### src/rtl/mbsrc_pkg.sv
// Shared constants for the Modbus reply checker.
`default_nettype none
package mbsrc_pkg;

  // Frame geometry
  localparam int FRAME_BYTES = 21;
  localparam int CNT_W       = 5;

  // Protocol constants
  localparam logic [15:0] CRC_INIT          = 16'hFFFF;
  localparam logic [15:0] CRC_POLY          = 16'hA001;
  localparam logic [7:0]  FUNC_READ_HOLDING = 8'h03;

  // Outcome codes
  localparam logic [2:0] CAUSE_OK       = 3'd0;
  localparam logic [2:0] CAUSE_TIMEOUT  = 3'd1;
  localparam logic [2:0] CAUSE_ADDRESS  = 3'd2;
  localparam logic [2:0] CAUSE_FUNCTION = 3'd3;
  localparam logic [2:0] CAUSE_CRC      = 3'd4;

  // Result payload width, padded to whole bytes
  localparam int RES_BITS  = 1 + 3 + 1 + 3 * 32;
  localparam int RES_BYTES = (RES_BITS + 7) / 8;
  localparam int OUT_W     = RES_BYTES * 8;

endpackage : mbsrc_pkg
`default_nettype wire

### src/rtl/mbsrc_crc_step.sv
// Reflected CRC-16 update over one byte, eight bit steps unrolled.
`default_nettype none
module mbsrc_crc_step (
  input  wire logic [15:0] crc_in,
  input  wire logic [7:0]  data_in,
  output logic      [15:0] crc_out
);
  import mbsrc_pkg::*;

  // Fold the byte in, then shift out eight bits
  always_comb begin
    logic [15:0] c;
    c = crc_in ^ {8'h00, data_in};
    for (int i = 0; i < 8; i++) begin
      if (c[0]) begin
        c = (c >> 1) ^ CRC_POLY;
      end else begin
        c = c >> 1;
      end
    end
    crc_out = c;
  end

endmodule : mbsrc_crc_step
`default_nettype wire

### config.mk
export PLATFORM = sky130hd
export DESIGN_NAME = mbsrc_crc_step
export DESIGN_NICKNAME = d
export VERILOG_FILES = /design/src/rtl/mbsrc_pkg.sv /design/src/rtl/mbsrc_crc_step.sv
export SDC_FILE = /design/constraint.sdc
export NUM_CORES = 1
export LEC_CHECK = 0
export ABC_AREA = 0
export BUFFER_PORTS_ARGS = -buffer_cell sky130_fd_sc_hd__clkbuf_2
export CAP_MARGIN = 20
export CORE_AREA = 2 2 39 41
export DETAILED_ROUTE_END_ITERATION = 6
export DIE_AREA = 0 0 41 43
export GPL_TIMING_DRIVEN = 1
export MAX_ROUTING_LAYER = met4
export SYNTH_ARGS = -nofsm -noshare
export SYNTH_HDL_FRONTEND = slang
export SYNTH_SLANG_ARGS = --single-unit
### constraint.sdc
create_clock -name vclk -period 2
set_clock_uncertainty 0.2 [all_clocks]
set_input_delay 0.1 -clock vclk [all_inputs]
set_output_delay 0.1 -clock vclk [all_outputs]
set_load 0.005 [all_outputs]
# --- After elaboration in Yosys (flattened, before gate mapping) ---
# Cells that the tools add are included.
word_totals:
  word_cells: 17
  ff_bits: 0
  output_inout_bits: 16
  input_bits: 24
classes:
  muxes: 8
  n_bitwise: 9
ops:
  columns: ["operator", "count"]
  rows:
  - ["two-way mux 16 bit", 8]
  - ["inverter 2 -> 3 bit", 8]
  - ["bitwise XOR 16 x 8 -> 16 bit", 1]

# --- Logic depth before layout (Yosys ltp) ---
depth:
  ltp_word: 17
  ltp_mapped: 4
  ltp_nobuf: 4

# --- Worst setup path before layout ---
# OpenSTA, ideal clock, no wires.
synth_timing:
  kind: "input port to output port"
  startpoint: "input data_in[3]"
  endpoint: "output crc_out[0]"
  slack_ns: 0.547
  n_path_buf: 0
  path_stages: 4
  t_arrival_ns: 1.153
  cell_sequence: "xor2_1 -> xnor2_1 -> xnor2_2 -> xnor3_1"
synth_between:
  elab_chain_len: 10
synth_rtl:
  columns: ["item", "line", "text"]
  rows:
  - ["from (decl)", "mbsrc_crc_step.sv:5", "input wire logic [7:0] data_in,"]
  - ["bitwise XOR 16 x 8 -> 16 bit *", "mbsrc_crc_step.sv:13", "c = crc_in ^ {8'h00, data_in};"]
  - ["two-way mux 16 bit * (2 in a row)", "mbsrc_crc_step.sv:15", "if (c[0]) begin"]
  - ["inverter 2 -> 3 bit (no source line)", null, null]
  - ["two-way mux 16 bit * (6 in a row)", "mbsrc_crc_step.sv:15", null]
  - ["to (decl)", "mbsrc_crc_step.sv:6", "output logic [15:0] crc_out"]
# Mark *: on every way between the ends. The rest lies on a longest branch, timed or not.

# --- Worst setup path after layout ---
layout_timing:
  startpoint: "input data_in[2]"
  endpoint: "output crc_out[0]"
layout_between:
  elab_chain_len: 10
layout_rtl:
  columns: ["item", "line"]
  rows:
  - ["bitwise XOR 16 x 8 -> 16 bit *", "mbsrc_crc_step.sv:13"]
  - ["two-way mux 16 bit *", "mbsrc_crc_step.sv:15"]
  - ["inverter 2 -> 3 bit (no source line)", null]
  - ["two-way mux 16 bit * (7 in a row)", "mbsrc_crc_step.sv:15"]
# Marks and branches as above.

==> impl_metrics.csv <==
group,metric,value,unit
layout,multi_input_area,246,um^2
sta,relative_slew_margins,79.0,%
floorplan,floorplan.initialDensity,20.5,%
route,met2_length,284,um
pwr,pwr_density_cell,648,nW/um^2
sta,fin_crit_period,1.67,ns
flow_run,max_cap_check_violation_count,0,
sta,finalMaxSlewViolations,0,
sta,setup_repair_after_global_routing_missed_its_margin,"false",
critical_path,startpoint,"data_in[2]",
critical_path,crit_path_max_fanout,3,
cts,ctsResizeCount,0,
synth,synth_cell_types,5,
placed_design,place.gp.congestion,0.559,
synth,synth.cell_area,284,um^2
route,drc_errors,0,
critical_path,worst-endpoint-required,1.70,ns
placed_design,dp_hpwl,520,um
layout,seq_cell_count,0,
route,met1_length,169,um
critical_path,crit_path_start_kind,"primary input",
critical_path,arrival,1.37,ns
global_route,wire_length_of_the_first_global_routing_pass,841,um
floorplan,dieWidth,41,um
layout,post_route_cells_drive_above_1_share,61.8,%
layout,regArea,0,um^2
floorplan,die_area,1760,um^2
floorplan,row_count,14,
sta,finalSetupTns,0,ns
global_route,antenna_found_initial,0,
layout,clkbuf_count,0,
critical_path,timing_worst_setup_path_type,"in -> out",
cts,cts_hold_buffers,0,
pwr,leakagePower,0.223,nW
synth,synthesis.nets,53,
floorplan,core_area,1380,um^2
synth,netlist_instances,29,
route,drt-pass1-iter-count,1,
sta,maxClockFrequency,0.598,GHz
route,num_vias,264,
sta,timing_worst_slew_pin_value,0.315,ns
placed_design,place.port_buffers,30,
floorplan,fp.dieH,43,um
worst_hold_path,hp-class,"in -> out",
synth,yosysWarningCount,0,
floorplan,num_io_pins,40,
critical_path,end_kind,"output port",
route,drt.antenna.violating_nets,0,
global_route,groute.usage.overall,6.46,%
global_route,grt_start_max_net_pins,4,
synth,synth-seq-area-share,0,%
route,detailroute.wirelength.met3,60,um
route,viasPerCell,3.72,
route,wl_per_cell,7.24,um
layout,num-nets-final,81,
sta,layout_worst_path_cycle_share,83.6,%
route,drt-initial-drc-count,0,
sta,finalSetupViolations,0,
route,sum_of_routed_wire_length_over_all_layers,514,um
cts,cts_setup_buffers,0,
route,topRoutingLayerUsed,"met3",
global_route,gr-total-overflow,0,
layout,syn_to_final_growth,49.3,%
layout,finish.cell_count_without_fillers,71,
layout,antenna_cells_inserted,0,
sta,finalHoldViolCount,0,
pwr,irDropWorstVdd,187,uV
layout,fill_cells,160,
global_route,first_global_vias,242,
synth,synth_area_per_cell,9.79,um^2
critical_path,critical_path.endpoint,"crc_out[0]",
outcome,outcome,"complete, no violations",
placed_design,dp.cells,71,
[metal layers]
layer / global-route usage [%] / up-vias
met5: - / -
met4: 0 / 0
met3: 0 / 0
met2: 12.2 / 15
met1: 7.64 / 114
li1: - / 135
[worst max-delay path, stage by stage]
cell and delay (ns):
sky130_fd_sc_hd__clkbuf_2 0.09, sky130_fd_sc_hd__xnor2_1 0.27, sky130_fd_sc_hd__xor2_1 0.33, sky130_fd_sc_hd__xnor2_1 0.21, sky130_fd_sc_hd__xnor3_1 0.26, sky130_fd_sc_hd__clkbuf_2 0.12
[cell usage after synthesis]
library cell               n  area [um^2]
sky130_fd_sc_hd__xnor2_2   3         48.8
sky130_fd_sc_hd__buf_4     5         37.5
sky130_fd_sc_hd__xnor3_1   1         22.5
sky130_fd_sc_hd__xor2_1    6         52.6
sky130_fd_sc_hd__xnor2_1  14          123
[how the worst min path moves through the flow]
stage                  to  cells after the start  startpoint  slack (ns)
6_report       crc_out[2]                      0  crc_in[10]    0.000002
2_1_floorplan  crc_out[6]                      1  crc_in[14]        0.06
3_5_place_dp   crc_out[1]                      0   crc_in[9]     0.00003
3_3_place_gp   crc_out[1]                      0   crc_in[9]     0.00003
5_1_grt        crc_out[2]                      0  crc_in[10]     0.00002
4_1_cts        crc_out[1]                      0   crc_in[9]     0.00003
[cell type report]
type,count,area share [%]
tap,16,4.72
timing repair buffer,31,37.2
multi-input combinational,24,58.1
[per-stage QoR]
| step | hold slack [ns] | util [%] | instance area, um^2 | setup WS [ns] | power [mW] |
|---|---|---|---|---|---|
| after floorplan | 0.0600 | - | 284 | 0.547 | 0.175 |
| after global placement | 0.0000346 | 30.7 | 424 | 0.304 | 0.277 |
| after detailed placement | 0.0000346 | 30.7 | 424 | 0.287 | 0.282 |
| after CTS | 0.0000346 | 30.7 | 424 | 0.287 | 0.282 |
| after global routing | 0.0000209 | 30.7 | 424 | 0.177 | 0.309 |
| final | 0.00000184 | 30.7 | 424 | 0.328 | 0.275 |
[placed cells by master (no fill, tap or decap)]
cell,instances
sky130_fd_sc_hd__xnor2_2,3
sky130_fd_sc_hd__xnor3_1,1
sky130_fd_sc_hd__xor2_1,6
sky130_fd_sc_hd__xnor2_1,14
sky130_fd_sc_hd__buf_4,1
sky130_fd_sc_hd__clkbuf_2,30
[cell families after synthesis]
kind of cell	synth area share, %
xor gates and xnor gates	86.8
buffers and inverters	13.2
[where the power goes]
| group | internal [mW] | total (mW) | switching, mW |
|---|---|---|---|
| clock network | 0 | 0 | 0 |
| logic | 0.159 | 0.275 | 0.116 |
| registers | 0 | 0 | 0 |
(Power assumes the default switching activity.)
